## src/hdl/pfs_pkg.sv

```systemverilog
// Package for the pancake flip sequence block: field widths, default stack
// depth and the shared start and result structs. No dependencies.
`timescale 1ns / 1ps
`default_nettype none

package pfs_pkg;

  localparam int PANCAKE_W = 5;
  localparam int FLIP_W    = 5;
  localparam int MAX_N_DEF = 16;

  // Start request from the loader to the sequencer
  typedef struct packed {
    logic go;
    logic ok;
  } pfs_start_t;

  // One result of the flip sequence
  typedef struct packed {
    logic [FLIP_W-1:0] flip_size;
    logic              error;
    logic              last_out;
  } pfs_res_t;

endpackage

`default_nettype wire

```

## src/hdl/pfs_if.sv

```systemverilog
// Valid/ready channel interfaces for the stack input and the flip results.
// Depends on pfs_pkg for the field widths.
`timescale 1ns / 1ps
`default_nettype none

interface pfs_in_if;
  logic                           valid;
  logic                           ready;
  logic [pfs_pkg::PANCAKE_W-1:0]  pancake;
  logic                           last_in;

  modport source (output valid, output pancake, output last_in, input ready);
  modport sink   (input valid, input pancake, input last_in, output ready);
endinterface

interface pfs_out_if;
  logic                         valid;
  logic                         ready;
  logic [pfs_pkg::FLIP_W-1:0]   flip_size;
  logic                         error;
  logic                         last_out;

  modport source (output valid, output flip_size, output error, output last_out, input ready);
  modport sink   (input valid, input flip_size, input error, input last_out, output ready);
endinterface

`default_nettype wire

```

## src/hdl/pfs_ram.sv

```systemverilog
// Stack store: one write port, two registered read ports with a shared
// read enable. No package dependencies.
`timescale 1ns / 1ps
`default_nettype none

module pfs_ram #(
  parameter int DEPTH = 16,
  parameter int AW    = 4,
  parameter int DW    = 5
) (
  input  wire logic          clk,
  input  wire logic          we,
  input  wire logic [AW-1:0] waddr,
  input  wire logic [DW-1:0] wdata,
  input  wire logic          re,
  input  wire logic [AW-1:0] raddr_a,
  input  wire logic [AW-1:0] raddr_b,
  output logic      [DW-1:0] rdata_a,
  output logic      [DW-1:0] rdata_b
);

  logic [DW-1:0] mem [DEPTH];

  always_ff @(posedge clk) begin
    if (we) begin
      mem[waddr] <= wdata;
    end
    if (re) begin
      rdata_a <= mem[raddr_a];
      rdata_b <= mem[raddr_b];
    end
  end

endmodule

`default_nettype wire

```

## src/hdl/pfs_ctrl.sv

```systemverilog
// Flip sequencer: searches the stack store for each size, emits flips and
// reverses the stack in place through the RAM ports. Depends on pfs_pkg.
`timescale 1ns / 1ps
`default_nettype none

module pfs_ctrl #(
  parameter int MAX_N = pfs_pkg::MAX_N_DEF,
  parameter int IDX_W = $clog2(MAX_N),
  parameter int CNT_W = $clog2(MAX_N + 1)
) (
  input  wire logic                          clk,
  input  wire logic                          rst_n,
  input  wire pfs_pkg::pfs_start_t           start,
  input  wire logic [CNT_W-1:0]              n,
  output logic                               idle,
  output logic                               ram_re,
  output logic [IDX_W-1:0]                   ram_raddr_a,
  output logic [IDX_W-1:0]                   ram_raddr_b,
  input  wire logic [pfs_pkg::PANCAKE_W-1:0] ram_rdata_a,
  input  wire logic [pfs_pkg::PANCAKE_W-1:0] ram_rdata_b,
  output logic                               ram_we,
  output logic [IDX_W-1:0]                   ram_waddr,
  output logic [pfs_pkg::PANCAKE_W-1:0]      ram_wdata,
  output logic                               res_valid,
  output pfs_pkg::pfs_res_t                  res,
  input  wire logic                          res_ready
);
  import pfs_pkg::*;

  localparam int CMP_W = (CNT_W > PANCAKE_W) ? CNT_W : PANCAKE_W;

  typedef enum logic [7:0] {
    ST_IDLE     = 8'b0000_0001,
    ST_FIND_RD  = 8'b0000_0010,
    ST_FIND_CMP = 8'b0000_0100,
    ST_PUSH     = 8'b0000_1000,
    ST_REV_RD   = 8'b0001_0000,
    ST_REV_WA   = 8'b0010_0000,
    ST_REV_WB   = 8'b0100_0000,
    ST_FINISH   = 8'b1000_0000
  } pfs_state_t;

  pfs_state_t       state_r, state_nxt;
  logic [CNT_W-1:0] n_r, n_nxt;
  logic [CNT_W-1:0] s_r, s_nxt;
  logic [IDX_W-1:0] scan_r, scan_nxt;
  logic [IDX_W-1:0] lo_r, lo_nxt;
  logic [IDX_W-1:0] hi_r, hi_nxt;
  logic [CNT_W-1:0] flip_k_r, flip_k_nxt;
  logic [CNT_W-1:0] hold_k_r, hold_k_nxt;
  logic             hold_v_r, hold_v_nxt;
  logic             phase_r, phase_nxt;
  logic             err_r, err_nxt;
  logic             match;
  logic [CNT_W-1:0] scan_p1;

  assign match   = (CMP_W'(ram_rdata_a) == CMP_W'(s_r));
  assign scan_p1 = CNT_W'(scan_r) + CNT_W'(1);
  assign idle    = (state_r == ST_IDLE);

  always_comb begin
    state_nxt   = state_r;
    n_nxt       = n_r;
    s_nxt       = s_r;
    scan_nxt    = scan_r;
    lo_nxt      = lo_r;
    hi_nxt      = hi_r;
    flip_k_nxt  = flip_k_r;
    hold_k_nxt  = hold_k_r;
    hold_v_nxt  = hold_v_r;
    phase_nxt   = phase_r;
    err_nxt     = err_r;
    ram_re      = 1'b0;
    ram_raddr_a = scan_r;
    ram_raddr_b = hi_r;
    ram_we      = 1'b0;
    ram_waddr   = lo_r;
    ram_wdata   = ram_rdata_b;
    res_valid   = 1'b0;
    res         = '{flip_size: FLIP_W'(hold_k_r), error: 1'b0, last_out: 1'b0};

    unique case (state_r)
      ST_IDLE: begin
        if (start.go) begin
          n_nxt = n;
          if (!start.ok) begin
            err_nxt   = 1'b1;
            state_nxt = ST_FINISH;
          end else begin
            err_nxt    = 1'b0;
            hold_v_nxt = 1'b0;
            s_nxt      = n;
            scan_nxt   = '0;
            state_nxt  = ST_FIND_RD;
          end
        end
      end
      ST_FIND_RD: begin
        ram_re      = 1'b1;
        ram_raddr_a = scan_r;
        state_nxt   = ST_FIND_CMP;
      end
      ST_FIND_CMP: begin
        if (!match) begin
          scan_nxt  = scan_r + IDX_W'(1);
          state_nxt = ST_FIND_RD;
        end else if (scan_p1 == s_r) begin
          // Already in place: move to the next smaller size
          if (s_r == CNT_W'(2)) begin
            state_nxt = ST_FINISH;
          end else begin
            s_nxt     = s_r - CNT_W'(1);
            scan_nxt  = '0;
            state_nxt = ST_FIND_RD;
          end
        end else if (scan_r != '0) begin
          flip_k_nxt = scan_p1;
          phase_nxt  = 1'b1;
          state_nxt  = ST_PUSH;
        end else begin
          flip_k_nxt = s_r;
          phase_nxt  = 1'b0;
          state_nxt  = ST_PUSH;
        end
      end
      ST_PUSH: begin
        // Release the held flip, now known not to be last, and hold the new one
        res_valid = hold_v_r;
        if (!hold_v_r || res_ready) begin
          hold_v_nxt = 1'b1;
          hold_k_nxt = flip_k_r;
          lo_nxt     = '0;
          hi_nxt     = IDX_W'(flip_k_r - CNT_W'(1));
          state_nxt  = ST_REV_RD;
        end
      end
      ST_REV_RD: begin
        if (lo_r < hi_r) begin
          ram_re      = 1'b1;
          ram_raddr_a = lo_r;
          ram_raddr_b = hi_r;
          state_nxt   = ST_REV_WA;
        end else if (phase_r) begin
          flip_k_nxt = s_r;
          phase_nxt  = 1'b0;
          state_nxt  = ST_PUSH;
        end else if (s_r == CNT_W'(2)) begin
          state_nxt = ST_FINISH;
        end else begin
          s_nxt     = s_r - CNT_W'(1);
          scan_nxt  = '0;
          state_nxt = ST_FIND_RD;
        end
      end
      ST_REV_WA: begin
        ram_we    = 1'b1;
        ram_waddr = lo_r;
        ram_wdata = ram_rdata_b;
        state_nxt = ST_REV_WB;
      end
      ST_REV_WB: begin
        ram_we    = 1'b1;
        ram_waddr = hi_r;
        ram_wdata = ram_rdata_a;
        lo_nxt    = lo_r + IDX_W'(1);
        hi_nxt    = hi_r - IDX_W'(1);
        state_nxt = ST_REV_RD;
      end
      ST_FINISH: begin
        res_valid = 1'b1;
        if (err_r) begin
          res = '{flip_size: '0, error: 1'b1, last_out: 1'b1};
        end else if (hold_v_r) begin
          res = '{flip_size: FLIP_W'(hold_k_r), error: 1'b0, last_out: 1'b1};
        end else begin
          res = '{flip_size: '0, error: 1'b0, last_out: 1'b1};
        end
        if (res_ready) begin
          hold_v_nxt = 1'b0;
          err_nxt    = 1'b0;
          state_nxt  = ST_IDLE;
        end
      end
      default: begin
        state_nxt = ST_IDLE;
      end
    endcase
  end

  always_ff @(posedge clk) begin
    if (!rst_n) begin
      state_r  <= ST_IDLE;
      hold_v_r <= 1'b0;
      phase_r  <= 1'b0;
      err_r    <= 1'b0;
    end else begin
      state_r  <= state_nxt;
      hold_v_r <= hold_v_nxt;
      phase_r  <= phase_nxt;
      err_r    <= err_nxt;
    end
  end

  always_ff @(posedge clk) begin
    n_r      <= n_nxt;
    s_r      <= s_nxt;
    scan_r   <= scan_nxt;
    lo_r     <= lo_nxt;
    hi_r     <= hi_nxt;
    flip_k_r <= flip_k_nxt;
    hold_k_r <= hold_k_nxt;
  end

  // Swap pair stays ordered
  a_rev_order: assert property (@(posedge clk) disable iff (!rst_n)
    (state_r == ST_REV_WA) |-> (lo_r < hi_r))
    else $error("reversal pair out of order");

  // Search never leaves the loaded stack
  a_scan_bound: assert property (@(posedge clk) disable iff (!rst_n)
    (state_r == ST_FIND_CMP) |-> (CNT_W'(scan_r) < n_r))
    else $error("search ran past the stack");

  // Every flip covers at least two pancakes and never more than the current size
  a_flip_range: assert property (@(posedge clk) disable iff (!rst_n)
    (state_r == ST_PUSH) |-> ((flip_k_r >= CNT_W'(2)) && (flip_k_r <= s_r)))
    else $error("flip length out of range");

endmodule

`default_nettype wire

```

## src/hdl/pancake_flip_sequence_core.sv

```systemverilog
// Pancake-sort flip planner top level: loads a stack, checks it, emits flips.
// Loading takes one item per cycle while the sequencer is idle; after the
// bottom item, the sequencer starts, searches the store slot by slot for each
// size, reverses each flip in place with two writes per swapped pair on the
// single RAM write port, and then finishes. Input is not ready until the final
// result is in the output register. Reset (rst_n, synchronous, active low) clears control state; store is not cleared.
`timescale 1ns / 1ps
`default_nettype none

module pancake_flip_sequence_core #(
  parameter int MAX_N = pfs_pkg::MAX_N_DEF
) (
  input  wire logic clk,
  input  wire logic rst_n,
  pfs_in_if.sink    in_ch,
  pfs_out_if.source out_ch
);
  import pfs_pkg::*;

  localparam int IDX_W = $clog2(MAX_N);
  localparam int CNT_W = $clog2(MAX_N + 1);

  // Loader state for the stack being received
  logic [CNT_W-1:0] len_r, len_nxt;
  logic [MAX_N-1:0] seen_r, seen_nxt;
  logic             bad_r, bad_nxt;
  logic             pend_r, pend_nxt;

  logic             in_fire;
  logic             room;
  logic             v_bad;
  logic [IDX_W-1:0] v_idx;
  logic [MAX_N-1:0] want;

  pfs_start_t       start;
  logic             ctrl_idle;

  // RAM port signals
  logic                 ram_we;
  logic [IDX_W-1:0]     ram_waddr;
  logic [PANCAKE_W-1:0] ram_wdata;
  logic                 ram_re;
  logic [IDX_W-1:0]     ram_raddr_a;
  logic [IDX_W-1:0]     ram_raddr_b;
  logic [PANCAKE_W-1:0] ram_rdata_a;
  logic [PANCAKE_W-1:0] ram_rdata_b;
  logic                 ctrl_we;
  logic [IDX_W-1:0]     ctrl_waddr;
  logic [PANCAKE_W-1:0] ctrl_wdata;

  // Result path and output register
  logic      res_valid;
  pfs_res_t  res;
  logic      res_ready;
  logic      out_valid_r, out_valid_nxt;
  pfs_res_t  out_res_r, out_res_nxt;

  // Accept items only while the sequencer is idle and no stack waits to start
  assign in_ch.ready = ctrl_idle && !pend_r;
  assign in_fire     = in_ch.valid && in_ch.ready;

  assign room  = (len_r < CNT_W'(MAX_N));
  assign v_bad = (in_ch.pancake == '0) ||
                 ({1'b0, in_ch.pancake} > (PANCAKE_W + 1)'(MAX_N));
  assign v_idx = IDX_W'(in_ch.pancake - PANCAKE_W'(1));

  always_comb begin
    len_nxt  = len_r;
    seen_nxt = seen_r;
    bad_nxt  = bad_r;
    pend_nxt = pend_r;
    if (start.go) begin
      // Sequencer takes the stack: drop loader state for the next one
      len_nxt  = '0;
      seen_nxt = '0;
      bad_nxt  = 1'b0;
      pend_nxt = 1'b0;
    end else if (in_fire) begin
      if (!room) begin
        bad_nxt = 1'b1;
      end else begin
        if (v_bad) begin
          bad_nxt = 1'b1;
        end else begin
          if (seen_r[v_idx]) begin
            bad_nxt = 1'b1;
          end
          seen_nxt[v_idx] = 1'b1;
        end
        len_nxt = len_r + CNT_W'(1);
      end
      pend_nxt = in_ch.last_in;
    end
  end

  // Sizes 1..n must each appear exactly once
  always_comb begin
    for (int j = 0; j < MAX_N; j++) begin
      want[j] = (CNT_W'(j) < len_r);
    end
  end

  assign start.go = pend_r;
  assign start.ok = !bad_r && (len_r >= CNT_W'(2)) && (seen_r == want);

  // Loader writes while receiving; the sequencer writes only while sorting
  assign ram_we    = (in_fire && room) || ctrl_we;
  assign ram_waddr = in_fire ? len_r[IDX_W-1:0] : ctrl_waddr;
  assign ram_wdata = in_fire ? in_ch.pancake : ctrl_wdata;

  pfs_ram #(
    .DEPTH (MAX_N),
    .AW    (IDX_W),
    .DW    (PANCAKE_W)
  ) u_ram (
    .clk     (clk),
    .we      (ram_we),
    .waddr   (ram_waddr),
    .wdata   (ram_wdata),
    .re      (ram_re),
    .raddr_a (ram_raddr_a),
    .raddr_b (ram_raddr_b),
    .rdata_a (ram_rdata_a),
    .rdata_b (ram_rdata_b)
  );

  pfs_ctrl #(
    .MAX_N (MAX_N),
    .IDX_W (IDX_W),
    .CNT_W (CNT_W)
  ) u_ctrl (
    .clk         (clk),
    .rst_n       (rst_n),
    .start       (start),
    .n           (len_r),
    .idle        (ctrl_idle),
    .ram_re      (ram_re),
    .ram_raddr_a (ram_raddr_a),
    .ram_raddr_b (ram_raddr_b),
    .ram_rdata_a (ram_rdata_a),
    .ram_rdata_b (ram_rdata_b),
    .ram_we      (ctrl_we),
    .ram_waddr   (ctrl_waddr),
    .ram_wdata   (ctrl_wdata),
    .res_valid   (res_valid),
    .res         (res),
    .res_ready   (res_ready)
  );

  // Output register: load a new result when empty or when the current
  // transfer completes in the same cycle
  assign res_ready = !out_valid_r || out_ch.ready;

  always_comb begin
    out_valid_nxt = out_valid_r;
    out_res_nxt   = out_res_r;
    if (res_valid && res_ready) begin
      out_valid_nxt = 1'b1;
      out_res_nxt   = res;
    end else if (out_ch.ready) begin
      out_valid_nxt = 1'b0;
    end
  end

  assign out_ch.valid     = out_valid_r;
  assign out_ch.flip_size = out_res_r.flip_size;
  assign out_ch.error     = out_res_r.error;
  assign out_ch.last_out  = out_res_r.last_out;

  always_ff @(posedge clk) begin
    if (!rst_n) begin
      len_r       <= '0;
      seen_r      <= '0;
      bad_r       <= 1'b0;
      pend_r      <= 1'b0;
      out_valid_r <= 1'b0;
    end else begin
      len_r       <= len_nxt;
      seen_r      <= seen_nxt;
      bad_r       <= bad_nxt;
      pend_r      <= pend_nxt;
      out_valid_r <= out_valid_nxt;
    end
  end

  always_ff @(posedge clk) begin
    out_res_r <= out_res_nxt;
  end

  // An error result is always a single, final result with no flip
  a_err_final: assert property (@(posedge clk) disable iff (!rst_n)
    (out_ch.valid && out_ch.error) |-> (out_ch.last_out && (out_ch.flip_size == '0)))
    else $error("error result not final");

  // A waiting stack is handed to the sequencer while pend_r is set, which clears it
  a_pend_once: assert property (@(posedge clk) disable iff (!rst_n)
    pend_r |=> !pend_r)
    else $error("stack start not taken");

  // An accepted item leaves a non-empty stack or closes it
  a_load_track: assert property (@(posedge clk) disable iff (!rst_n)
    in_fire |=> (pend_r || (len_r != '0)))
    else $error("accepted item lost");

endmodule

`default_nettype wire
```

## src/flat_wrapper.sv

```systemverilog
// flat-port wrapper written by rule: the top's interface ports become plain ports
module pancake_flip_sequence_core_flat import pfs_pkg::*;
#(
  parameter int MAX_N = pfs_pkg::MAX_N_DEF
)
  (clk, rst_n, in_ch_valid, in_ch_pancake, in_ch_last_in, in_ch_ready, out_ch_valid, out_ch_flip_size, out_ch_error, out_ch_last_out, out_ch_ready);
  pfs_in_if in_ch_i ();
  pfs_out_if out_ch_i ();
  input  wire logic clk;
  input  wire logic rst_n;
  input wire logic [$bits(in_ch_i.valid)-1:0] in_ch_valid;
  input wire logic [$bits(in_ch_i.pancake)-1:0] in_ch_pancake;
  input wire logic [$bits(in_ch_i.last_in)-1:0] in_ch_last_in;
  output wire logic [$bits(in_ch_i.ready)-1:0] in_ch_ready;
  output wire logic [$bits(out_ch_i.valid)-1:0] out_ch_valid;
  output wire logic [$bits(out_ch_i.flip_size)-1:0] out_ch_flip_size;
  output wire logic [$bits(out_ch_i.error)-1:0] out_ch_error;
  output wire logic [$bits(out_ch_i.last_out)-1:0] out_ch_last_out;
  input wire logic [$bits(out_ch_i.ready)-1:0] out_ch_ready;
  assign in_ch_i.valid = in_ch_valid;
  assign in_ch_i.pancake = in_ch_pancake;
  assign in_ch_i.last_in = in_ch_last_in;
  assign in_ch_ready = in_ch_i.ready;
  assign out_ch_valid = out_ch_i.valid;
  assign out_ch_flip_size = out_ch_i.flip_size;
  assign out_ch_error = out_ch_i.error;
  assign out_ch_last_out = out_ch_i.last_out;
  assign out_ch_i.ready = out_ch_ready;
  pancake_flip_sequence_core #(.MAX_N(MAX_N)) u_core (.clk(clk), .rst_n(rst_n), .in_ch(in_ch_i), .out_ch(out_ch_i));
endmodule
```

## config.mk

```make
export PLATFORM = sky130hd
export DESIGN_NAME = pancake_flip_sequence_core_flat
export DESIGN_NICKNAME = d
export VERILOG_FILES = /design/src/hdl/pfs_pkg.sv /design/src/hdl/pfs_if.sv /design/src/hdl/pfs_ram.sv /design/src/hdl/pfs_ctrl.sv /design/src/hdl/pancake_flip_sequence_core.sv /design/src/flat_wrapper.sv
export SDC_FILE = /design/constraint.sdc
export NUM_CORES = 1
export LEC_CHECK = 0
export BUFFER_PORTS_ARGS = -buffer_cell sky130_fd_sc_hd__buf_4
export CAP_MARGIN = 20
export CORE_MARGIN = 4
export CORE_UTILIZATION = 55
export DETAILED_ROUTE_END_ITERATION = 10
export PLACE_DENSITY = 0.78
export SETUP_SLACK_MARGIN = 0.5
export SLEW_MARGIN = 20
export SYNTH_ARGS = -nofsm -noshare
export SYNTH_HDL_FRONTEND = slang
export SYNTH_HIERARCHICAL = 1
export SYNTH_SLANG_ARGS = --single-unit
```

## constraint.sdc

```tcl
create_clock -name clk -period 3.4 [get_ports clk]
set_clock_uncertainty 0.1 [all_clocks]
set_input_delay 0.34 -clock clk [delete_from_list [all_inputs] [get_ports clk]]
set_output_delay 0.34 -clock clk [all_outputs]
set_load 0.005 [all_outputs]
```

==> results of run 1 <==
[kinds of logic (layout without fill, tap and decap cells)]
logic type | count (synthesis) | count (layout)
DFF | 159 | 159
xor gates and xnor gates | 24 | 24
and+or+nand+nor | 277 | 277
AOI/OAI and AO/OA | 115 | 115
adders and majority gates | 14 | 14
muxes | 50 | 53
buffers and inverters | 55 | 124
[power by group through the flow]
stage          Combinational, uW  Sequential (uW)  Clock (uW)
2_1_floorplan               1150             2450           0
3_3_place_gp                1400             2540           0
3_5_place_dp                1470             2550           0
4_1_cts                     1730             2520        1820
5_1_grt                     2140             2540        1920
6_report                    2000             2530        1810
[timing repair]
action                                  in CTS  in global routing
pin swaps                                   16                 29
endpoints found under the setup margin      94                117
resized for setup                           46                 52
setup buffers                               11                 14
hold endpoints to repair                     0                  0
gates cloned                                 3                  1
[synthesized netlist by cell type (4+ instances only)]
library cell and instances:
a22oi_1 11, a211oi_1 4, nand2b_1 10, a21oi_1 37, nand3_1 31, inv_1 21
nor2b_1 11, nor4b_2 4, nor3_1 14, edfxtp_1 124, xnor2_1 14, o21a_1 6
a21o_1 5, nor4_1 5, nor2_1 77, o21ai_0 18, ha_1 14, a21boi_0 4
and2_1 10, mux2_2 6, nand4_1 5, mux4_2 44, o22ai_1 5, nand2_1 79
buf_2 7, clkbuf_1 19, nand3b_1 6, dfxtp_1 35, xor2_1 9
[worst max-delay path: cells and delay by family (launching register included)]
kind / cells / cell delay (ns)
AND/OR/NAND/NOR: 5 / 1.36
flip-flops: 1 / 0.34
buffers and inverters: 3 / 0.51
AO/OA/AOI/OAI: 1 / 0.33
[metrics by stage]
step	power [uW]	cells
6_report	6340	950
5_1_grt	6600	950
4_1_cts	6070	935
3_5_place_dp	4020	889
3_3_place_gp	3950	889
2_1_floorplan	3600	694
[cell type report]
cell class | instances | area share (%)
clock inverter | 14 | 1.23
tap | 184 | 2.30
timing repair buffer | 71 | 6.44
inverter | 21 | 0.788
sequential | 159 | 44.4
clock buffer | 18 | 4.29
multi-input combinational | 483 | 40.5
[layer usage]
metal,routed length (um),up-vias,GRT usage [%]
li1,-,2750,-
met1,8360,3079,35.4
met2,10700,421,42.8
met3,2200,73,6.30
met4,737,0,9.07
met5,0,-,0
[how the worst max path moves through the flow]
stage | cells past startpoint | slack (ns) | startpoint | to
2_1_floorplan | 9 | 0.51 | u_core/u_ctrl/state_r[1]$_SDFFE_PN0P_ | u_core/u_ram/mem[0][0]$_DFFE_PP_
3_3_place_gp | 9 | 0.29 | u_core/len_r[1]$_SDFFE_PP0P_ | u_core/u_ctrl/s_r[3]$_DFFE_PP_
3_5_place_dp | 7 | 0.17 | u_core/u_ctrl/state_r[2]$_SDFFE_PN0P_ | u_core/u_ram/mem[12][3]$_DFFE_PP_
4_1_cts | 9 | 0.40 | u_core/u_ctrl/state_r[1]$_SDFFE_PN0P_ | u_core/u_ram/mem[0][3]$_DFFE_PP_
5_1_grt | 9 | 0.32 | u_core/len_r[2]$_SDFFE_PP0P_ | u_core/u_ctrl/s_r[1]$_DFFE_PP_
6_report | 9 | 0.45 | u_core/u_ctrl/state_r[3]$_SDFFE_PN0P_ | u_core/u_ram/mem[15][1]$_DFFE_PP_
==> impl_metrics.py, run 1 <==
metrics = {
    "final_layout": {
        "final_cell_mix": "edfxtp_1, nand2_1, nor2_1",
        "fillers": 958,
        "drive_gt1_share_pct": 30.5,
        "final_common_cell": "edfxtp_1",
        "largest-register": "u_core/u_ram/mem",
        "multi_input_area_um2": 4050,
        "area_growth_syn_to_layout_pct": 20.6,
        "stdcell_area_um2": 10000,
        "num_antenna_cells": 0,
        "largestRegisters": "u_core/u_ram/mem: 80 flops, u_core/seen_r: 16 flops, u_core/u_ctrl/state_r: 8 flops",
        "seq_area_um2": 4440,
        "fin_nets": 777,
        "largest_register_ffs": 80,
        "final_util_pct": 68.3,
    },
    "critical_path": {
        "cp.required_ns": 3.44,
        "crit_chain": "or4_4, nor4_4, nand3b_1, buf_12, buf_4, o21ai_4, nand2_2, nor2_1, buf_4",
        "r2r_end": "u_core/u_ram/mem[15][1]$_DFFE_PP_",
        "max_stage_delay_ns": 0.55,
        "start_kind": "flip-flop",
        "crit_path_max_fanout": 6,
        "cpMostUsedCell": "buf_4",
        "r2r_slack_ns": 0.45,
        "worst-setup-path-type": "flip-flop to flip-flop",
        "end_kind": "flip-flop",
        "cp.arrival_ns": 3.00,
        "crit_slowest_cell": "or4_4",
        "r2r_start": "u_core/u_ctrl/state_r[3]$_SDFFE_PN0P_",
        "reg2reg_depth": 9,
    },
    "timing": {
        "setup_slack_ns": 0.446,
        "finalCritPeriodShare_pct": 86.9,
        "hold_ws_ns": 0.0467,
        "hold_violations": 0,
        "slew_violations": 0,
        "fin_setup_tns_ns": 0,
        "max_freq_mhz": 338,
        "max_slew_margin_pct": 38.8,
        "tightest_slew_ns": 0.917,
        "rsz0062_at_grt": "yes",
        "min_period_ns": 2.95,
        "setup_viol": 0,
    },
    "synthesis": {
        "synthSimpleGateAreaFrac_pct": 17.0,
        "synth.area.top_cells": "edfxtp_1, mux4_2, dfxtp_1",
        "syn_area_per_cell_um2": 12.0,
        "synthDominantCellAreaShare_pct": 44.9,
        "yosysSeqAreaShare_pct": 53.3,
        "synthAdderAreaFrac_pct": 2.11,
        "synth-xor-area-share_pct": 2.72,
        "async_reset_ff_share_pct": 0,
        "yosysTopAreaCell": "edfxtp_1",
        "yosysUniqueCellTypes": 66,
        "ys.flop_type": "edfxtp_1",
        "ys_ff_latch": 159,
        "synth_top_family_by_area": "simple AND/OR/NAND/NOR gates",
        "synth_compound_area_share_pct": 9.08,
        "synth-edff-count": 124,
        "syn_area_um2": 8290,
        "syn-num-nets": 718,
        "synthMuxAreaShare_pct": 12.8,
        "syn_inst": 694,
        "ys_warn_count": 6,
    },
    "power": {
        "ir_worst_vdd_mv": 0.642,
        "comb_power_share_pct": 31.5,
        "power_density_nw_per_um2": 634,
        "leakagePower_uw": 0.00359,
        "internal-power_uw": 4200,
        "p_sw_uw": 2150,
        "power_frac_seq_pct": 39.9,
        "power_frac_clock_pct": 28.5,
        "power.share.switching_pct": 33.8,
    },
    "clock_network": {
        "cts_root_buffer": "clkbuf_16",
        "cts_buffers": 17,
        "cts_sinks": 159,
        "cts-hold-fix-buffers": 0,
        "cts_tree": "yes",
        "cts-htree-levels": 4,
        "clockBufferDepth": 2,
        "clkTransAtPathRegs_ns": 0.07,
        "clk_latency_ns": 0.44,
    },
    "route": {
        "routed_via_density": 6.66,
        "drtIter0Drc": 802,
        "drt-total-wl_um": 22000,
        "num_vias": 6323,
        "wire_per_inst_um": 23.2,
        "remaining_drc_errors": 0,
        "ant_nets": 0,
        "dr.pass1.iters": 9,
    },
    "global_routing": {
        "grtUsageTotal_pct": 26.5,
        "antenna_found_initial": 0,
        "overflow": 0,
        "grt_start_max_net_pins": 24,
        "grt_pass1_wl_um": 34000,
        "grt_pass1_vias": 6089,
    },
    "floorplanning": {
        "fp-row-count": 44,
        "fp.dieH_um": 131,
        "design.portCount": 19,
        "core_area_um2": 14600,
        "die_w_um": 131,
        "initial_utilization_pct": 56.6,
        "die_area_um2": 17100,
    },
    "place": {
        "place.gp.congestion": 0.952,
        "numPortBuffers": 18,
        "dp_hpwl_um": 14300,
        "placed_cell_area_um2": 8750,
        "post-place-ws_ns": 0.168,
    },
    "run": {
        "cap_violations": 0,
    },
    "min_path": {
        "min_delay_worst_endpoint": "u_core/pend_r$_SDFF_PP0_",
        "hold_path.class": "input port to flip-flop",
        "min_from": "in_ch_last_in",
        "min_path_cells": 3,
    },
    "outcome": {
        "outcome": "completed",
    },
}
Power figures use the tool's default switching activity.
==> run 2: changes to the inputs <==
- CELL_PAD_IN_SITES_DETAIL_PLACEMENT: default -> 0
- CELL_PAD_IN_SITES_GLOBAL_PLACEMENT: default -> 1
- CORE_UTILIZATION: 55 -> 47
- PLACE_DENSITY: 0.78 -> 0.81
==> run 2 against run 1 <==
  * Via count shrank 5.5%
  * Cell area shrank 1.7%
  * Sequential power is essentially flat
  * Combinational power shrank 9%
  * Critical path depth shrank 1
  * Final cell count grew 2.8%
  * Register-to-register slack is essentially flat
  * Routed wire length shrank 8.5%
  * Die area grew 16%
  * Sequential share of layout area grew 0.76 points
  * Critical endpoint is now u_core/u_ram/rdata_a[0]$_DFFE_PP_
==> impl_metrics.py, run 2 (synthesized netlist as in run 1, its figures left out) <==
metrics = {
    "outcome": {
        "outcome": "completed",
    },
    "critical_path": {
        "start_kind": "flip-flop",
        "startpoint": "u_core/u_ctrl/state_r[1]$_SDFFE_PN0P_",
        "max_stage_delay_ns": 0.45,
        "crit_chain": "nor4_1, and4b_1, o21ai_2, mux2_4, buf_12, mux4_2, a22oi_1, nand3_1",
        "r2r_end": "u_core/u_ram/rdata_a[0]$_DFFE_PP_",
        "worst-setup-path-type": "flip-flop to flip-flop",
        "cp.arrival_ns": 3.03,
        "reg2reg_depth": 8,
        "cp.required_ns": 3.46,
        "r2r_start": "u_core/u_ctrl/state_r[1]$_SDFFE_PN0P_",
        "r2r_slack_ns": 0.43,
        "crit_path_max_fanout": 10,
        "crit_slowest_cell": "nor4_1",
        "end_kind": "flip-flop",
    },
    "route": {
        "num_vias": 5975,
        "remaining_drc_errors": 0,
        "drt-total-wl_um": 20200,
        "routed_via_density": 6.12,
        "drtIter0Drc": 665,
        "dr.pass1.iters": 5,
        "wire_per_inst_um": 20.6,
        "ant_nets": 0,
    },
    "timing": {
        "fin_setup_tns_ns": 0,
        "max_freq_mhz": 337,
        "slew_violations": 0,
        "finalCritPeriodShare_pct": 87.3,
        "setup_viol": 0,
        "hold_violations": 0,
        "tightest_slew_ns": 0.901,
        "rsz0062_at_grt": "yes",
        "max_slew_margin_pct": 39.9,
        "min_period_ns": 2.97,
        "hold_ws_ns": 0.0518,
    },
    "final_layout": {
        "final_common_cell": "edfxtp_1",
        "num_antenna_cells": 0,
        "final_util_pct": 56.9,
        "finalNonFillerCells": 977,
        "fillers": 1369,
        "largest-register": "u_core/u_ram/mem",
        "largestRegisters": "u_core/u_ram/mem: 80 flops, u_core/seen_r: 16 flops, u_core/u_ctrl/state_r: 8 flops",
        "multi_input_area_um2": 3920,
        "largest_register_ffs": 80,
        "seq_area_um2": 4440,
        "drive_gt1_share_pct": 27.1,
        "final_cell_mix": "edfxtp_1, nand2_1, nor2_1",
        "fin_nets": 764,
        "area_growth_syn_to_layout_pct": 18.6,
    },
    "global_routing": {
        "overflow": 0,
        "grt_pass1_vias": 5793,
        "antenna_found_initial": 0,
        "grtUsageTotal_pct": 20.2,
        "grt_start_max_net_pins": 24,
        "grt_pass1_wl_um": 31300,
    },
    "clock_network": {
        "cts_buffers": 17,
        "cts-hold-fix-buffers": 0,
        "cts_root_buffer": "clkbuf_16",
        "cts_tree": "yes",
        "clkTransAtPathRegs_ns": 0.06,
        "clockBufferDepth": 2,
        "cts-htree-levels": 4,
        "cts_sinks": 159,
        "clk_latency_ns": 0.43,
    },
    "floorplanning": {
        "initial_utilization_pct": 48.0,
        "die_w_um": 141,
        "fp.dieH_um": 141,
        "die_area_um2": 19800,
        "fp-row-count": 48,
        "design.portCount": 19,
        "core_area_um2": 17300,
    },
    "place": {
        "place_inst": 929,
        "place.gp.congestion": 0.905,
        "numPortBuffers": 18,
        "dp_hpwl_um": 14200,
    },
    "min_path": {
        "min_delay_worst_endpoint": "u_core/pend_r$_SDFF_PP0_",
        "min_from": "in_ch_last_in",
        "min_path_cells": 3,
        "hold_path.class": "input port to flip-flop",
    },
    "power": {
        "ir_worst_vdd_mv": 0.403,
        "leakagePower_uw": 0.00347,
        "power_density_nw_per_um2": 627,
    },
    "run": {
        "cap_violations": 0,
    },
}
==> run 2: area by class of cell <==
type / count / share of cell area (%)
sequential: 159 / 45.2
tap: 225 / 2.86
multi-input combinational: 480 / 39.9
timing repair buffer: 61 / 5.61
inverter: 21 / 0.801
clock buffer: 17 / 4.33
clock inverter: 14 / 1.35
==> run 2: metal layers <==
metal  GRT usage, %  wire [um]
met3           4.75       1280
met4           8.11        538
met5              0          0
met2           33.2       9910
met1           26.1       8440
==> run 2: report_power, final <==
part	switching (uW)	internal, uW	total [uW]
logic	1040	798	1830
clock network	805	1010	1820
registers	164	2350	2520
==> run 2: how the worst max path moves through the flow <==
stage               slack (ns)                                 to
global route              0.34     u_core/u_ctrl/s_r[0]$_DFFE_PP_
CTS                       0.38  u_core/u_ram/rdata_a[1]$_DFFE_PP_
global placement          0.22     u_core/u_ctrl/s_r[3]$_DFFE_PP_
floorplan                 0.51   u_core/u_ram/mem[0][0]$_DFFE_PP_
detailed placement        0.14     u_core/u_ctrl/s_r[3]$_DFFE_PP_
finish                    0.43  u_core/u_ram/rdata_a[0]$_DFFE_PP_
==> run 2: through the flow <==
step	area (um2)	power (uW)	worst slack (ns)
after floorplan	8350	3600	0.505
after CTS	9570	5960	0.384
after global placement	8800	4000	0.225
final	9840	6170	0.431
after detailed placement	8800	4040	0.141
after global routing	9840	6410	0.336
==> run 2: what timing repair did <==
action,in CTS,in global routing
pin swaps,10,12
cloned,0,2
endpoints found under the setup margin,95,84
gates resized for setup,38,34
buffers inserted,4,11
==> run 2: worst max-delay path: cells and delay by family, from the launching register on <==
kind	cells	cell delay, ns
and+or+nand+nor	3	0.95
muxes	2	0.77
AOI/OAI and AO/OA	2	0.38
DFF	1	0.34
buffers and inverters	1	0.16
==> run 3: changes to the inputs <==
- CELL_PAD_IN_SITES_DETAIL_PLACEMENT: 0 -> 1
- CELL_PAD_IN_SITES_GLOBAL_PLACEMENT: 1 -> 2
- CORE_UTILIZATION: 47 -> 40
- GPL_TIMING_DRIVEN: default -> 0
==> run 3 against run 2 <==
  * Final cell count grew 9.5%
  * Flip-flop and latch count unchanged
  * First-iteration DRC count decreased by 44%
  * Register-to-register slack lost 0.05 ns
  * Cell area grew 6.1%
  * Routed wire length up 23%
  * Worst hold slack got worse by 0.00096 ns
  * Count of clock-buffer cells in the layout is 1 higher
  * Non-clock buffer count up 47
  * Sequential power shrank 3%
  * Combinational power grew 26%
  * Sequential share of layout area shrank 2.6 points
  * Critical endpoint is now u_core/u_ram/rdata_a[4]$_DFFE_PP_
  * Largest cell class unchanged
  * Largest power group unchanged
  * Highest routed layer unchanged
==> impl_metrics.py, run 3 (synthesized netlist as in run 1, its figures left out) <==
metrics = {
    "power": {
        "leakagePower_uw": 0.00376,
        "power_density_nw_per_um2": 638,
        "ir_worst_vdd_mv": 0.418,
    },
    "critical_path": {
        "start_kind": "flip-flop",
        "crit_slowest_cell": "mux4_2",
        "end_kind": "flip-flop",
        "max_stage_delay_ns": 0.45,
        "cp.required_ns": 3.47,
        "crit_path_max_fanout": 10,
        "cp.arrival_ns": 3.08,
        "worst-setup-path-type": "flip-flop to flip-flop",
        "critPathBufInv": 2,
        "crit_family": "compound AO/OA/AOI/OAI gates",
        "crit_chain": "inv_2, ha_4, a2111oi_4, o21ai_4, mux2_4, buf_12, mux4_2, a22oi_2, nand3_1",
    },
    "min_path": {
        "hold_path.class": "input port to flip-flop",
    },
    "global_routing": {
        "grt_start_max_net_pins": 17,
        "antenna_found_initial": 0,
        "overflow": 0,
        "grt_pass1_vias": 6745,
        "grtUsageTotal_pct": 21.8,
        "grt_pass1_wl_um": 39300,
    },
    "floorplanning": {
        "fp.dieH_um": 152,
        "die_area_um2": 23100,
        "design.portCount": 19,
        "die_w_um": 152,
        "initial_utilization_pct": 40.9,
        "fp-row-count": 52,
        "core_area_um2": 20300,
    },
    "final_layout": {
        "num_antenna_cells": 0,
        "fin_nets": 811,
        "fillers": 2101,
        "final_cell_mix": "edfxtp_1, nand2_1, buf_4",
        "final_common_cell": "edfxtp_1",
        "largest_register_ffs": 80,
        "drive_gt1_share_pct": 32.9,
        "largest-register": "u_core/u_ram/mem",
        "finalNonFillerCells": 1070,
        "area_growth_syn_to_layout_pct": 25.8,
        "largestRegisters": "u_core/u_ram/mem: 80 flops, u_core/seen_r: 16 flops, u_core/u_ctrl/state_r: 8 flops",
    },
    "timing": {
        "fin_setup_tns_ns": 0,
        "max_slew_margin_pct": 49.3,
        "max_freq_mhz": 332,
        "tightest_slew_ns": 0.758,
        "rsz0062_at_grt": "yes",
        "finalCritPeriodShare_pct": 88.6,
        "min_period_ns": 3.01,
        "setup_viol": 0,
        "slew_violations": 0,
        "hold_violations": 0,
    },
    "route": {
        "remaining_drc_errors": 0,
        "dr.pass1.iters": 4,
        "drt-total-wl_um": 24800,
        "ant_nets": 0,
        "num_vias": 6232,
        "routed_via_density": 5.82,
        "drtIter0Drc": 371,
        "wire_per_inst_um": 23.2,
    },
    "outcome": {
        "outcome": "completed",
    },
    "place": {
        "place_inst": 982,
        "place.gp.congestion": 0.837,
        "numPortBuffers": 16,
        "dp_hpwl_um": 16800,
    },
    "clock_network": {
        "cts_tree": "yes",
        "clk_latency_ns": 0.43,
        "clockBufferDepth": 2,
        "cts_sinks": 159,
        "cts_root_buffer": "clkbuf_16",
        "cts-htree-levels": 4,
        "clkTransAtPathRegs_ns": 0.07,
        "cts_buffers": 17,
    },
    "run": {
        "cap_violations": 0,
    },
}
## run 3: worst min-delay path: cells and delay by family
kind / cells / cell delay [ns]
buf+inv: 2 / 0.15
simple gates: 1 / 0.04
## run 3: final timing paths
kind,startpoint,endpoint,slack [ns],cells after the start
setup / recovery,u_core/u_ctrl/hi_r[1]$_DFFE_PP_,u_core/u_ram/rdata_a[4]$_DFFE_PP_,0.39,9
hold / removal,in_ch_last_in,u_core/pend_r$_SDFF_PP0_,0.05,3
setup reg to reg,u_core/u_ctrl/hi_r[1]$_DFFE_PP_,u_core/u_ram/rdata_a[4]$_DFFE_PP_,0.39,9
hold reg to reg,u_core/u_ctrl/flip_k_r[4]$_DFFE_PP_,u_core/u_ctrl/hold_k_r[4]$_DFFE_PP_,0.32,0
## run 3: final cells by class
cell class | count | area (um2) | share of cell area (%)
Buffer | 34 | 243 | 2.33
Tap cell | 270 | 338 | 3.24
Clock buffer | 18 | 429 | 4.11
Inverter | 21 | 78.8 | 0.755
Timing Repair Buffer | 74 | 636 | 6.09
Multi-Input combinational cell | 480 | 4120 | 39.5
Sequential cell | 159 | 4440 | 42.6
Clock inverter | 14 | 149 | 1.43
## run 3: where the power goes
group,switching (uW),internal (uW),total (uW)
clock,861,1040,1900
sequential,103,2350,2450
combinational,1300,1010,2310
## run 3: per-layer routing
layer / track usage, % / up-vias / part of all wire (%)
met2: 37.6 / 149 / 52
met4: 7.23 / 0 / 2.2
met1: 28.5 / 3235 / 43
li1: - / 2809 / -
met3: 2.73 / 39 / 3.3
met5: 0 / - / 0
## run 3: repair_timing
action / 4_1_cts / 5_1_grt
resized for setup: 114 / 26
hold buffers: 0 / 0
pin swaps: 37 / 14
setup buffers: 47 / 9
endpoints found under the setup margin: 188 / 176
## run 3: stage by stage
stage                     cell area (um2)  util, %  setup slack (ns)  total power, uW  hold WS [ns]
after floorplan                      8350        -             0.505             3600         0.300
after global placement               8810     43.4            -0.596             4050         0.307
after detailed placement             8820     43.5            -0.433             4130         0.310
after CTS                           10300     50.6             0.361             6570        0.0305
after global routing                10400     51.4             0.336             6970        0.0471
final                               10400     51.4             0.386             6660        0.0509
